$ cat config.mk
export PLATFORM = sky130hd
export DESIGN_NAME = vpsl_ctrl
export DESIGN_NICKNAME = d
export VERILOG_FILES = /design/src/design/visibility_partitioned_slot_list_assert.svh /design/src/design/vpsl_pkg.sv /design/src/design/vpsl_ctrl.sv
export SDC_FILE = /design/constraint.sdc
export NUM_CORES = 1
export LEC_CHECK = 0
export BUFFER_PORTS_ARGS = -buffer_cell sky130_fd_sc_hd__buf_2
export CAP_MARGIN = 10
export CORE_AREA = 4 4 41 43
export DETAILED_ROUTE_END_ITERATION = 12
export DIE_AREA = 0 0 45 47
export HOLD_SLACK_MARGIN = 0.08
export MAX_ROUTING_LAYER = met4
export PLACE_DENSITY = 0.56
export SLEW_MARGIN = 20
export SYNTH_ARGS = -nofsm -noshare
export SYNTH_HDL_FRONTEND = slang
export SYNTH_SLANG_ARGS = --single-unit
$ cat constraint.sdc
create_clock -name i_clk -period 2.8 [get_ports i_clk]
set_clock_uncertainty 0.05 [all_clocks]
set_input_delay 0.56 -clock i_clk [delete_from_list [all_inputs] [get_ports i_clk]]
set_output_delay 0.56 -clock i_clk [all_outputs]
set_load 0.02 [all_outputs]
$ cat src/design/visibility_partitioned_slot_list_assert.svh
// assertion macros for the visibility partitioned slot list
`ifndef VISIBILITY_PARTITIONED_SLOT_LIST_ASSERT_SVH
`define VISIBILITY_PARTITIONED_SLOT_LIST_ASSERT_SVH

`ifndef SYNTHESIS

`define VPSL_ASSERT_IMP(name, clk, rst_n, ante, cons) \
    name: assert property (@(posedge clk) disable iff (!rst_n) (ante) |-> (cons)) \
        else $error("vpsl same-cycle check failed");

`define VPSL_ASSERT_NXT(name, clk, rst_n, ante, cons) \
    name: assert property (@(posedge clk) disable iff (!rst_n) (ante) |=> (cons)) \
        else $error("vpsl next-cycle check failed");

`else

`define VPSL_ASSERT_IMP(name, clk, rst_n, ante, cons)

`define VPSL_ASSERT_NXT(name, clk, rst_n, ante, cons)

`endif

`endif

$ cat src/design/vpsl_pkg.sv
// shared constants, types and chain order function for the slot list
`timescale 1ns / 1ps

package vpsl_pkg;

    localparam int AXIS_BITS  = 5;
    localparam int SLOT_BITS  = 3 * AXIS_BITS;
    localparam int SLOT_COUNT = 1 << SLOT_BITS;
    localparam int ADDR_BITS  = SLOT_BITS + 3;

    localparam logic [SLOT_BITS-1:0] SLOT_MASK = '1;

    localparam logic KIND_ALLOC  = 1'b0;
    localparam logic KIND_REPORT = 1'b1;

    typedef logic [SLOT_BITS-1:0] t_slot;

    typedef enum logic [3:0] {
        ST_INIT,
        ST_IDLE,
        ST_A_TAKEN,
        ST_A_LINK,
        ST_A_SELF,
        ST_A_PIVOT,
        ST_R_CHK,
        ST_R_UNLINK,
        ST_R_SELF,
        ST_R_PIVOT,
        ST_DONE
    } t_state;

    typedef enum logic [3:0] {
        OP_NONE,
        OP_INIT,
        OP_LATCH,
        OP_A_TAKEN,
        OP_A_LINK,
        OP_A_SELF,
        OP_A_PIVOT,
        OP_R_CHK,
        OP_R_UNLINK,
        OP_R_SELF,
        OP_R_PIVOT,
        OP_LOAD_OUT
    } t_op;

    typedef struct packed {
        logic init_last;
        logic mismatch;
    } t_sts;

    // de-interleave a chain position into {z, y, x}
    function automatic t_slot chain_slot(input t_slot pos);
        t_slot res;
        res = '0;
        for (int a = 0; a < AXIS_BITS; a++) begin
            res[a]                 = pos[3*a];
            res[AXIS_BITS + a]     = pos[3*a + 1];
            res[2*AXIS_BITS + a]   = pos[3*a + 2];
        end
        return res;
    endfunction

endpackage

$ cat src/design/vpsl_ctrl.sv
// controller: init walk, item sequencing and output word handshake
`timescale 1ns / 1ps

module vpsl_ctrl import vpsl_pkg::*; (
    input  logic i_clk,
    input  logic i_rst_n,
    input  logic i_valid,
    input  logic i_kind,
    input  logic i_out_ready,
    input  t_sts i_sts,
    output t_op  o_op,
    output logic o_ready,
    output logic o_valid
);

    t_state r_state;
    t_state n_state;
    logic   r_out_valid;
    logic   out_free;

    assign out_free = !r_out_valid || i_out_ready;

    always_comb begin
        n_state = r_state;
        case (r_state)
            ST_INIT: begin
                if (i_sts.init_last) begin
                    n_state = ST_IDLE;
                end
            end
            ST_IDLE: begin
                if (i_valid) begin
                    n_state = (i_kind == KIND_REPORT) ? ST_R_CHK : ST_A_TAKEN;
                end
            end
            ST_A_TAKEN:  n_state = ST_A_LINK;
            ST_A_LINK:   n_state = ST_A_SELF;
            ST_A_SELF:   n_state = ST_A_PIVOT;
            ST_A_PIVOT:  n_state = ST_DONE;
            ST_R_CHK: begin
                n_state = i_sts.mismatch ? ST_R_UNLINK : ST_DONE;
            end
            ST_R_UNLINK: n_state = ST_R_SELF;
            ST_R_SELF:   n_state = ST_R_PIVOT;
            ST_R_PIVOT:  n_state = ST_DONE;
            ST_DONE: begin
                if (out_free) begin
                    n_state = ST_IDLE;
                end
            end
            default:     n_state = ST_INIT;
        endcase
    end

    always_comb begin
        o_op = OP_NONE;
        case (r_state)
            ST_INIT:     o_op = OP_INIT;
            ST_IDLE:     o_op = i_valid ? OP_LATCH : OP_NONE;
            ST_A_TAKEN:  o_op = OP_A_TAKEN;
            ST_A_LINK:   o_op = OP_A_LINK;
            ST_A_SELF:   o_op = OP_A_SELF;
            ST_A_PIVOT:  o_op = OP_A_PIVOT;
            ST_R_CHK:    o_op = OP_R_CHK;
            ST_R_UNLINK: o_op = OP_R_UNLINK;
            ST_R_SELF:   o_op = OP_R_SELF;
            ST_R_PIVOT:  o_op = OP_R_PIVOT;
            ST_DONE:     o_op = out_free ? OP_LOAD_OUT : OP_NONE;
            default:     o_op = OP_NONE;
        endcase
    end

    always_ff @(posedge i_clk) begin
        if (!i_rst_n) begin
            r_state     <= ST_INIT;
            r_out_valid <= 1'b0;
        end else begin
            r_state <= n_state;
            if (o_op == OP_LOAD_OUT) begin
                r_out_valid <= 1'b1;
            end else if (i_out_ready) begin
                r_out_valid <= 1'b0;
            end
        end
    end

    assign o_ready = (r_state == ST_IDLE);
    assign o_valid = r_out_valid;

endmodule

# Word-level counts from Yosys, hierarchy flattened
# Cells that the tools add are included.
# Widths: inputs -> output; s select.
[classes]
n_reduce_logical = 6
n_eq_ne = 14
mux = 11
[ops]
columns = ["cell", "count"]
rows = [
  ["$pmux 4 s11", 1],
  ["$pmux 4 s10", 1],
  ["$mux 4", 5],
  ["$eq 4x3->1 const B", 4],
  ["$eq 4x4->1 const B", 4],
  ["$eq 4x2->1 const B", 2],
  ["$ne 2x2->1 const B", 3],
  ["$eq 4x1->1 const B", 1],
  ["$logic_not 4->1", 1],
  ["$mux 3", 1],
  ["$reduce_and 3->1", 1],
  ["$mux 1", 2],
  ["$mux 2", 1],
  ["$reduce_bool 2->1", 1],
  ["$reduce_or 2->1", 1],
  ["$logic_not 1->1", 1],
  ["$logic_or 1x1->1", 1],
]
[word_totals]
in_bits = 7
reg_bits = 5
word_cells = 33
out_inout_bits = 6

# Longest topological paths before layout
# Gate-level depths: netlist of the first run.
[depth]
word_depth = 6
ltp_mapped = 5
ltp_nobuf = 4

# Least setup slack after synthesis of the first run
# No wires, ideal clock.
[synth_path]
path_type = "in2out"
startpoint = "in i_out_ready"
endpoint = "out o_op[1]"
setup_slack_ns = 1.054
path_buffers = 0
t_arrival_ns = 1.136
required_ns = 2.190
stages = 3
cell_sequence = "nand2b_1 > o21ai_0 > a22oi_1"
[synth_between]
elab_chain_len = 3
[synth_rtl]
columns = ["item", "line", "source"]
rows = [
  ["start, declared", "vpsl_ctrl.sv:9", "input logic i_out_ready,"],
  ["$logic_or 1x1->1", "vpsl_ctrl.sv:21", "assign out_free = !r_out_valid || i_out_ready;"],
  ["$mux 4", "vpsl_ctrl.sv:68", "ST_DONE: o_op = out_free ? OP_LOAD_OUT : OP_NONE;"],
  ["$pmux 4 s11", "vpsl_ctrl.sv:57", "case (r_state)"],
  ["end, declared", "vpsl_ctrl.sv:11", "output t_op o_op,"],
]
# Every way passes these cells.

# Final worst setup path of the first run
[layout_path]
startpoint = "reg r_state[0]"
endpoint = "out o_op[1]"
[layout_between]
elab_chain_len = 2
word_cells_on_any_way = 12
[layout_rtl]
columns = ["item", "line", "source"]
rows = [
  ["start, declared", "vpsl_ctrl.sv:16", "t_state r_state;"],
  ["start signal, assigned", "vpsl_ctrl.sv:78", "r_state <= n_state;"],
  ["$eq 4x4->1, or another cell as far along", "vpsl_ctrl.sv:57", ""],
  ["$pmux 4 s11 (*)", "vpsl_ctrl.sv:57", ""],
]
# Mark *: on every way between the ends. The rest lies on a longest branch, timed or not.

==> run metrics, run 1 <==
H-tree depth=1; classification of the worst-slack hold path=in2reg; FMAX=~0.48 GHz; routed length on met1=477 um; wire per inst=approximately 12 um; insertion delay to the later sink of the worst-skew pair=0.25 ns; Worst Hold Endpoint=o_valid; stage delay of the slowest cell on the critical path=between 0.5 and 0.6 ns; Remaining Overflow, GRT=0; number of standard-cell rows in the floorplan=13; mean instance size in the synthesized netlist=7.73 um2; overall routed net length=936 um; half-perimeter wire length of the detailed placement result=~670 um; Highest Signal Layer=met3; Worst Setup End Kind=output pin; final design instance area without fill=around 470 um2; aggregate global-route resource usage=11.1%; DRC violations left=0; count of warnings emitted by yosys=0; net count after synthesis=58; hold path start=i_rst_n; unrepaired setup endpoints after global routing=no; Ports=13; Power Dens Cells=about 530 nW/um2; maximum number of pins on one net before global-route repair=13; Critical Path Fanout Max=12; WP data required=2.19 ns; Max-Slew Margin vs Limit=72.3%; antenna violations before repair=0; PortBufs=12; origin of the critical flop-to-flop path=r_state[0]; standard cell core area=1300 um2; Max Transition Viols Final=0; layout net count=72; wire length of the first global-routing pass=1590 um; logic depth of the worst register-to-register path=4; routed vias=just over 400; post-place instance area=445 um2; vertical die dimension=47 um; crit share post-route=74.6%; IR Drop Worst-Case VDD=0.260 mV; fraction of final layout cells sized beyond drive strength 1=31.3%; final non-filler cell total=79; leakage power=0.205 nW; chip width=45 um; Vias per Instance=roughly 5.1; clock root cell=clkbuf_4; area growth from synthesis to layout=19.7%; sequential area share after synthesis=25.4%; vias in the first global route=358; min cycle time layout=2.09 ns; routed wire length on met2=about 380 um; die area=roughly 2100 um2; hold violation count in the final report=0; total setup violations reported at the end of the flow=0; detailed router's first-iteration violation count=6; cell count after synthesis=51; setup slack of the most critical reg-to-reg path=1.52 ns; Min-Delay Path Depth=2; synthesized cell area=394 um2; maximum capacitance violations=0; CTS max path bufs=2; number of placed cells counting well taps=75; crit path launch type=flip-flop; total length of routed met3 wires=80 um; final RePlAce weighted congestion=0.737; Post-CTS Resized=0; number of clock sinks seen by CTS=5; post-layout utilization of the core=between 30% and 40%; WP data arrival=1.48 ns; most common cell after layout, fill and taps aside=buf_2; Slew @ Worst Pin=0.415 ns; crit path from=r_state[0]; register bit count reported by yosys=5; top library cells by usage in the layout, fill and taps aside=buf_2 (12), nand2_1 (5), dfxtp_1 (5); CTS clock-pin slew for the worst setup and hold paths=roughly 0.050 ns; setup TNS after final layout=0 ns; worst-path cell with the longest stage delay=dfxtp_1; worst slack on hold paths=around 0.55 ns; clock tree from TritonCTS=done; # diodes=0; cts-stage hold buffer count=0; cells along the critical path=nor2b_4 > o31ai_1 > a22oi_1 > buf_2; TritonCTS Buffers=3; Unique masters post-synth=28; starting density of the core=30.3%; outcome=completed; Routed Antenna Nets=0; Worst R2R End=r_state[1]; setup bufs post-CTS=0; number of optimization iterations in the first detailed-route pass=4; Crit Path Category=reg2out
[worst max-delay path by stage]
| stage | to | depth (start not counted) |
|---|---|---|
| floorplan | o_op[1] | 3 |
| global placement | o_op[3] | 5 |
| detailed placement | o_op[3] | 5 |
| CTS | o_op[1] | 4 |
| global route | o_op[1] | 4 |
| finish | o_op[1] | 4 |
[metrics by stage]
stage	setup WS (ns)	total power, mW
after floorplan	1.05	0.149
after detailed placement	0.918	0.167
after CTS	0.699	0.259
final	0.712	0.252
after global routing	0.608	0.272
after global placement	0.904	0.167
[synth_stat cells]
master / n / share of area [%]
a21boi_1: 2 / 3.8
a21o_1: 1 / 1.9
a21oi_1: 1 / 1.3
a22oi_1: 1 / 1.9
a31oi_1: 1 / 1.6
a32o_1: 1 / 2.5
and2_1: 1 / 1.6
and2b_1: 1 / 1.9
and3_1: 1 / 1.6
buf_2: 1 / 1.3
buf_6: 2 / 5.7
dfxtp_1: 5 / 25
inv_2: 2 / 1.9
nand2_1: 5 / 4.8
nand2b_1: 3 / 4.8
nand3b_1: 1 / 1.9
nor2_1: 4 / 3.8
nor2b_1: 1 / 1.6
nor2b_4: 1 / 3.5
nor3_2: 1 / 2.5
nor3b_1: 1 / 1.9
nor3b_2: 1 / 3.2
nor4_1: 1 / 1.6
o211ai_1: 1 / 1.9
o21ai_0: 4 / 5.1
o21ai_1: 4 / 5.1
o31ai_1: 2 / 3.8
xnor2_1: 1 / 2.2
[cell type report]
| cell class | count | area (um2) |
|---|---|---|
| fillers | 151 | 830 |
| multi-input cells | 41 | 259 |
| flip-flops and latches | 5 | 100 |
| repair buffers | 12 | 60.1 |
| clock buffers | 4 | 26.3 |
| well taps | 15 | 18.8 |
| inverters | 2 | 7.51 |
[cells by family after synthesis]
| kind of cell | Yosys count | synth area share, % |
|---|---|---|
| XOR/XNOR | 1 | 2.22 |
| AND/OR/NAND/NOR | 22 | 34.6 |
| flip-flops | 5 | 25.4 |
| AO/OA/AOI/OAI | 18 | 28.9 |
| buffers and inverters | 5 | 8.89 |
[flip-flops by register name, summed over array words and instances (netlist names)]
register	count
o_valid	1
r_state	4
[metal layers]
layer	global-route usage, %	vias up
met1	13.0	179
met2	15.3	15
met5	-	-
li1	-	209
met3	8.43	0
met4	1.75	0
[worst max-delay path, delay by kind of cell, from the launching register on]
| kind | cells | cell delay (ns) |
|---|---|---|
| AO/OA/AOI/OAI | 2 | 0.26 |
| buffers and inverters | 1 | 0.19 |
| flip-flops | 1 | 0.53 |
| AND/OR/NAND/NOR | 1 | 0.24 |
[report_power, final]
part	leakage (nW)	switching (mW)	total [mW]	internal (mW)
Combinational	0.149	0.0386	0.0715	0.0329
Clock	0.0150	0.0324	0.0865	0.0541
Sequential	0.0408	0.0166	0.0939	0.0773
No activity file was read; power rests on OpenSTA's default activity.
==> inputs of run 2 (changes only) <==
==> constraint.sdc (replaced) <==
create_clock -name i_clk -period 1.97 [get_ports i_clk]
set_clock_uncertainty 0.05 [all_clocks]
set_input_delay 0.394 -clock i_clk [delete_from_list [all_inputs] [get_ports i_clk]]
set_output_delay 0.394 -clock i_clk [all_outputs]
set_load 0.02 [all_outputs]
==> run metrics, run 2 (same netlist as run 1, synthesis figures left out) <==
Max-Slew Margin vs Limit=73.0% (+0.72 points); fraction of final layout cells sized beyond drive strength 1=33.8% (+2.6 points); most common cell after layout, fill and taps aside=buf_2; Routed Antenna Nets=0 (unchanged); Tot Pwr=365 uW (+45%); number of standard-cell rows in the floorplan=13 (unchanged); # diodes=0 (unchanged); DRC violations left=0 (unchanged); classification of the worst-slack hold path=in2reg; total setup violations reported at the end of the flow=0 (unchanged); outcome=completed; number of optimization iterations in the first detailed-route pass=3 (-1); leakage power=0.211 nW (+2.6%); TritonCTS Buffers=3 (unchanged); die area=2120 um2 (unchanged); half-perimeter wire length of the detailed placement result=685 um (+1.7%); IR Drop Worst-Case VDD=0.417 mV (+61%); GR Util met2=17.2% (+2.0 points); H-tree depth=1 (unchanged); maximum capacitance violations=0 (unchanged); clock root cell=clkbuf_4; buffering stage count on the worst path with inverters included=2 (+1); Most flops, register=r_state; stage delay of the slowest cell on the critical path=0.55 ns (+0.02 ns); setup TNS after final layout=0 ns (unchanged); layout net count=73 (+1.4%); final RePlAce weighted congestion=0.755 (+2.4%); crit path launch type=flip-flop; starting density of the core=30.3% (unchanged); Worst R2R End=r_state[2]; routed vias=393 (-2.5%); maximum number of pins on one net before global-route repair=12 (-1); switching power total=127 uW (+45%); insertion delay to the later sink of the worst-skew pair=0.24 ns (about the same); CTS max path bufs=2 (unchanged); min cycle time layout=1.84 ns; Remaining Overflow, GRT=0 (unchanged); combinational power share=30.6% (+2.2 points); worst-path cell with the longest stage delay=dfxtp_1; gate family responsible for the most delay along the worst path=flip-flops; Max Transition Viols Final=0 (unchanged); Vias per Instance=4.91 (-3.7%); Power Dens Cells=760 nW/um2 (+42%); aggregate global-route resource usage=11.8% (+0.72 points); chip width=45 um (unchanged); cells along the critical path=inv_2 > nor2_1 > a32o_1 > buf_2; WP data arrival=1.39 ns (-0.09 ns); area growth from synthesis to layout=21.9%; standard cell core area=1300 um2 (unchanged); switching share of power=34.7% (-0.074 points); met1 usage=14.3% (+1.3 points); Worst Hold Endpoint=o_valid; Worst Setup End Kind=output pin; Min-Delay Path Depth=2 (unchanged); FMAX=0.544 GHz; detailed router's first-iteration violation count=10 (+4); WP data required=1.53 ns (-0.66 ns); clock tree from TritonCTS=done; top library cells by usage in the layout, fill and taps aside=buf_2 (12), nand2_1 (5); Crit Path Category=reg2out; Slew @ Worst Pin=0.404 ns (-0.0107 ns); hold path start=i_rst_n; Critical Path Fanout Max=11 (-1); power share of the clock group=33.7% (-0.6 points); number of clock sinks seen by CTS=5 (unchanged); vias in the first global route=369 (+3.1%); unrepaired setup endpoints after global routing=no; vertical die dimension=47 um (unchanged); origin of the critical flop-to-flop path=r_state[1]; setup slack of the most critical reg-to-reg path=0.72 ns (-0.80 ns); logic depth of the worst register-to-register path=4 (unchanged); setup bufs post-CTS=0 (unchanged); wire per inst=11.9 um (+0.75%); Ports=13 (unchanged); wire length of the first global-routing pass=1690 um (+6.1%); PortBufs=12 (unchanged); CTS clock-pin slew for the worst setup and hold paths=0.05 ns (about the same); most used routing layer in global routing=met2; proportion of power drawn by flip-flops and latches=35.7% (-1.6 points); Internal Power=238 uW (+45%); hold violation count in the final report=0 (unchanged); max reg flops=4 (unchanged); crit share post-route=93.3%; crit path from=r_state[3]; antenna violations before repair=0 (unchanged); met3 global-route usage=6.90% (-1.5 points); overall routed net length=955 um (+2.0%)
==> run 2: cell count changes in the layout (fill, tap and decap cells not counted), sizes merged <==
cell,delta
buf,+1
==> run 2: layout make-up <==
type                    count  area (um2)
fillers                   156         821
flip-flops and latches      5         101
inverters                   2        7.51
repair buffers             13        67.6
well taps                  15        18.8
clock buffers               4        26.3
multi-input cells          41         259
==> run 2: per-stage QoR <==
stage               area (um2)  setup slack (ns)  cells  hold slack (ns)  utilization, %
finish                     480             0.132     80            0.394            36.9
global route               480           0.00132     80            0.394            36.9
CTS                        479             0.141     80            0.381            36.8
detailed placement         453             0.407     76            0.578            34.8
global placement           453             0.393     76            0.602            34.8
floorplan                  394             0.515     51            0.466               -
==> run 2: worst max-delay path by stage <==
stage | to | cells after the start
floorplan | o_op[1] | 4
global placement | o_op[1] | 4
detailed placement | o_op[3] | 5
CTS | o_op[3] | 4
global route | o_op[1] | 3
finish | o_op[3] | 4
==> run 2: per-layer routing <==
| metal | vias to the layer above | part of all wire (%) | wire length [um] |
|---|---|---|---|
| met5 | - | 0 | 0 |
| met4 | 0 | 0.42 | 4 |
| met3 | 2 | 6.6 | 63 |
| met2 | 10 | 44 | 419 |
| met1 | 170 | 49 | 467 |
| li1 | 211 | - | - |
==> run 2: timing repair <==
item | in CTS | in global routing
gates resized for setup | 0 | 1
hold buffers | 0 | 0
setup endpoints to repair | 0 | 1
==> run 2: power by group through the flow <==
stage / sequential [mW] / clock, mW / combinational (mW)
after floorplan: 0.117 / 0 / 0.0954
after global placement: 0.131 / 0 / 0.113
after detailed placement: 0.130 / 0 / 0.112
after CTS: 0.128 / 0.131 / 0.113
after global routing: 0.131 / 0.138 / 0.126
final: 0.130 / 0.123 / 0.112
==> inputs of run 3 (changes only) <==
--- a/config.mk
+++ b/config.mk
@@ -8,6 +8,7 @@
 export BUFFER_PORTS_ARGS = -buffer_cell sky130_fd_sc_hd__buf_2
 export CAP_MARGIN = 10
 export CORE_AREA = 4 4 41 43
+export CTS_BUF_LIST = sky130_fd_sc_hd__clkbuf_8
 export DETAILED_ROUTE_END_ITERATION = 12
 export DIE_AREA = 0 0 45 47
 export HOLD_SLACK_MARGIN = 0.08
==> run metrics, run 3 (same netlist as run 1, synthesis figures left out) <==
die area=2120 um2 (unchanged); IR Drop Worst-Case VDD=0.585 mV (+40%); vias in the first global route=371 (+0.54%); cells along the critical path=inv_2 > nor2_1 > a32o_1 > buf_2; min cycle time layout=1.81 ns (-0.0294 ns); number of clock sinks seen by CTS=5 (unchanged); worst slack on hold paths=0.418 ns (+0.0239 ns); detailed router's first-iteration violation count=8 (-2); proportion of power drawn by flip-flops and latches=30.3% (-5.4 points); total setup violations reported at the end of the flow=0 (unchanged); antenna violations before repair=0 (unchanged); Ports=13 (unchanged); setup bufs post-CTS=0 (unchanged); aggregate global-route resource usage=11.8% (unchanged); Setup WS post-layout=0.161 ns (+0.0294 ns); crit share post-route=91.8% (-1.5 points); combinational power share=26.1% (-4.5 points); CTS clock-pin slew for the worst setup and hold paths=0.04 ns (about the same); leakage power=0.222 nW (+5.5%); Internal Power=295 uW (+24%); area growth from synthesis to layout=26.3%; Min-Delay Path Depth=2 (unchanged); Remaining Overflow, GRT=0 (unchanged); Worst R2R End=r_state[2]; maximum number of pins on one net before global-route repair=12 (unchanged); Worst Hold Endpoint=o_valid; switching share of power=31.1% (-3.7 points); insertion delay to the later sink of the worst-skew pair=0.22 ns (-0.02 ns); routed vias=394 (+0.25%); Routed Antenna Nets=0 (unchanged); # diodes=0 (unchanged); overall routed net length=950 um (-0.52%); Critical Path Fanout Max=11 (unchanged); stage delay of the slowest cell on the critical path=0.55 ns (about the same); Max-Slew Margin vs Limit=73.0% (about the same); unrepaired setup endpoints after global routing=no; setup TNS after final layout=0 ns (unchanged); top library cells by usage in the layout, fill and taps aside=buf_2 (12), nand2_1 (5), dfxtp_1 (5); clock tree from TritonCTS=done; crit path launch type=flip-flop; Tot Pwr=427 uW (+17%); maximum capacitance violations=0 (unchanged); Worst Setup End Kind=output pin; Most flops, register=r_state; switching power total=133 uW (+4.8%); fraction of final layout cells sized beyond drive strength 1=32.3% (-1.5 points); DRC violations left=0 (unchanged); max reg flops=4 (unchanged); Crit Path Category=reg2out; final RePlAce weighted congestion=0.755 (unchanged); outcome=completed; number of standard-cell rows in the floorplan=13 (unchanged); standard cell core area=1300 um2 (unchanged); TritonCTS Buffers=3 (unchanged); worst-path cell with the longest stage delay=dfxtp_1; origin of the critical flop-to-flop path=r_state[1]; Power Dens Cells=858 nW/um2 (+13%); power share of the clock group=43.5% (+9.8 points); number of optimization iterations in the first detailed-route pass=4 (+1); final design instance area without fill=498 um2 (+3.6%); vertical die dimension=47 um (unchanged); wire per inst=11.9 um (-0.52%); Vias per Instance=4.93 (+0.25%); chip width=45 um (unchanged); logic depth of the worst register-to-register path=4 (unchanged); Max Transition Viols Final=0 (unchanged); half-perimeter wire length of the detailed placement result=685 um (unchanged); clock root cell=clkbuf_8; FMAX=0.553 GHz (+1.6%); WP data required=1.53 ns (about the same); starting density of the core=30.3% (unchanged); Slew @ Worst Pin=0.405 ns (+0.000710 ns); most common cell after layout, fill and taps aside=buf_2; CTS max path bufs=2 (unchanged); wire length of the first global-routing pass=1690 um (unchanged); WP data arrival=1.36 ns (-0.03 ns); hold violation count in the final report=0 (unchanged); layout net count=73 (unchanged); PortBufs=12 (unchanged); H-tree depth=1 (unchanged); Post-CTS Resized=0 (unchanged); setup slack of the most critical reg-to-reg path=0.72 ns (about the same); hold path start=i_rst_n; cts-stage hold buffer count=0 (unchanged); post-place instance area=453 um2 (unchanged); Worst Setup Slack post-DPL=0.407 ns (unchanged); classification of the worst-slack hold path=in2reg
-- run 3: cell type report --
class	count	area [um2]
flip-flops and latches	5	100
fillers	154	803
clock inverters	1	3.75
repair buffers	13	67.6
inverters	2	7.51
well taps	15	18.8
clock buffers	3	41.3
multi-input cells	41	259
-- run 3: worst max path at each step --
stage	startpoint	end	slack, ns	cells after the start
4_1_cts	r_state[3]	o_op[3]	0.17	4
3_5_place_dp	i_out_ready	o_op[3]	0.41	5
5_1_grt	r_state[0]	o_op[1]	0.03	4
3_3_place_gp	r_state[0]	o_op[1]	0.39	4
2_1_floorplan	r_state[1]	o_op[1]	0.52	4
6_report	r_state[3]	o_op[3]	0.16	4
-- run 3: metrics by stage --
step | cells | util [%]
after floorplan | 51 | -
after global placement | 76 | 34.8
after detailed placement | 76 | 34.8
after CTS | 80 | 38.3
after global routing | 80 | 38.3
final | 80 | 38.3
-- run 3: layer usage --
metal  vias to the layer above  wire length [um]  global-route usage, %  part of all wire, %
li1                        211                 -                      -                    -
met1                       173               477                   14.3                   50
met2                        10               413                   17.2                   43
met3                         0                59                   6.90                  6.2
met4                         0                 0                   1.75                    0
met5                         -                 0                      -                    0
-- run 3: critical path, delay by kind of cell (launching register included) --
kind	cells	cell delay (ns)
AO/OA/AOI/OAI	1	0.14
buffers and inverters	2	0.26
flip-flops	1	0.55
AND/OR/NAND/NOR	1	0.19
-- run 3: power groups by stage --
stage	Clock, mW	Combinational, mW	Sequential (mW)
6_report	0.186	0.112	0.130
3_3_place_gp	0	0.113	0.131
4_1_cts	0.195	0.113	0.129
5_1_grt	0.201	0.126	0.131
3_5_place_dp	0	0.112	0.130
2_1_floorplan	0	0.0954	0.117
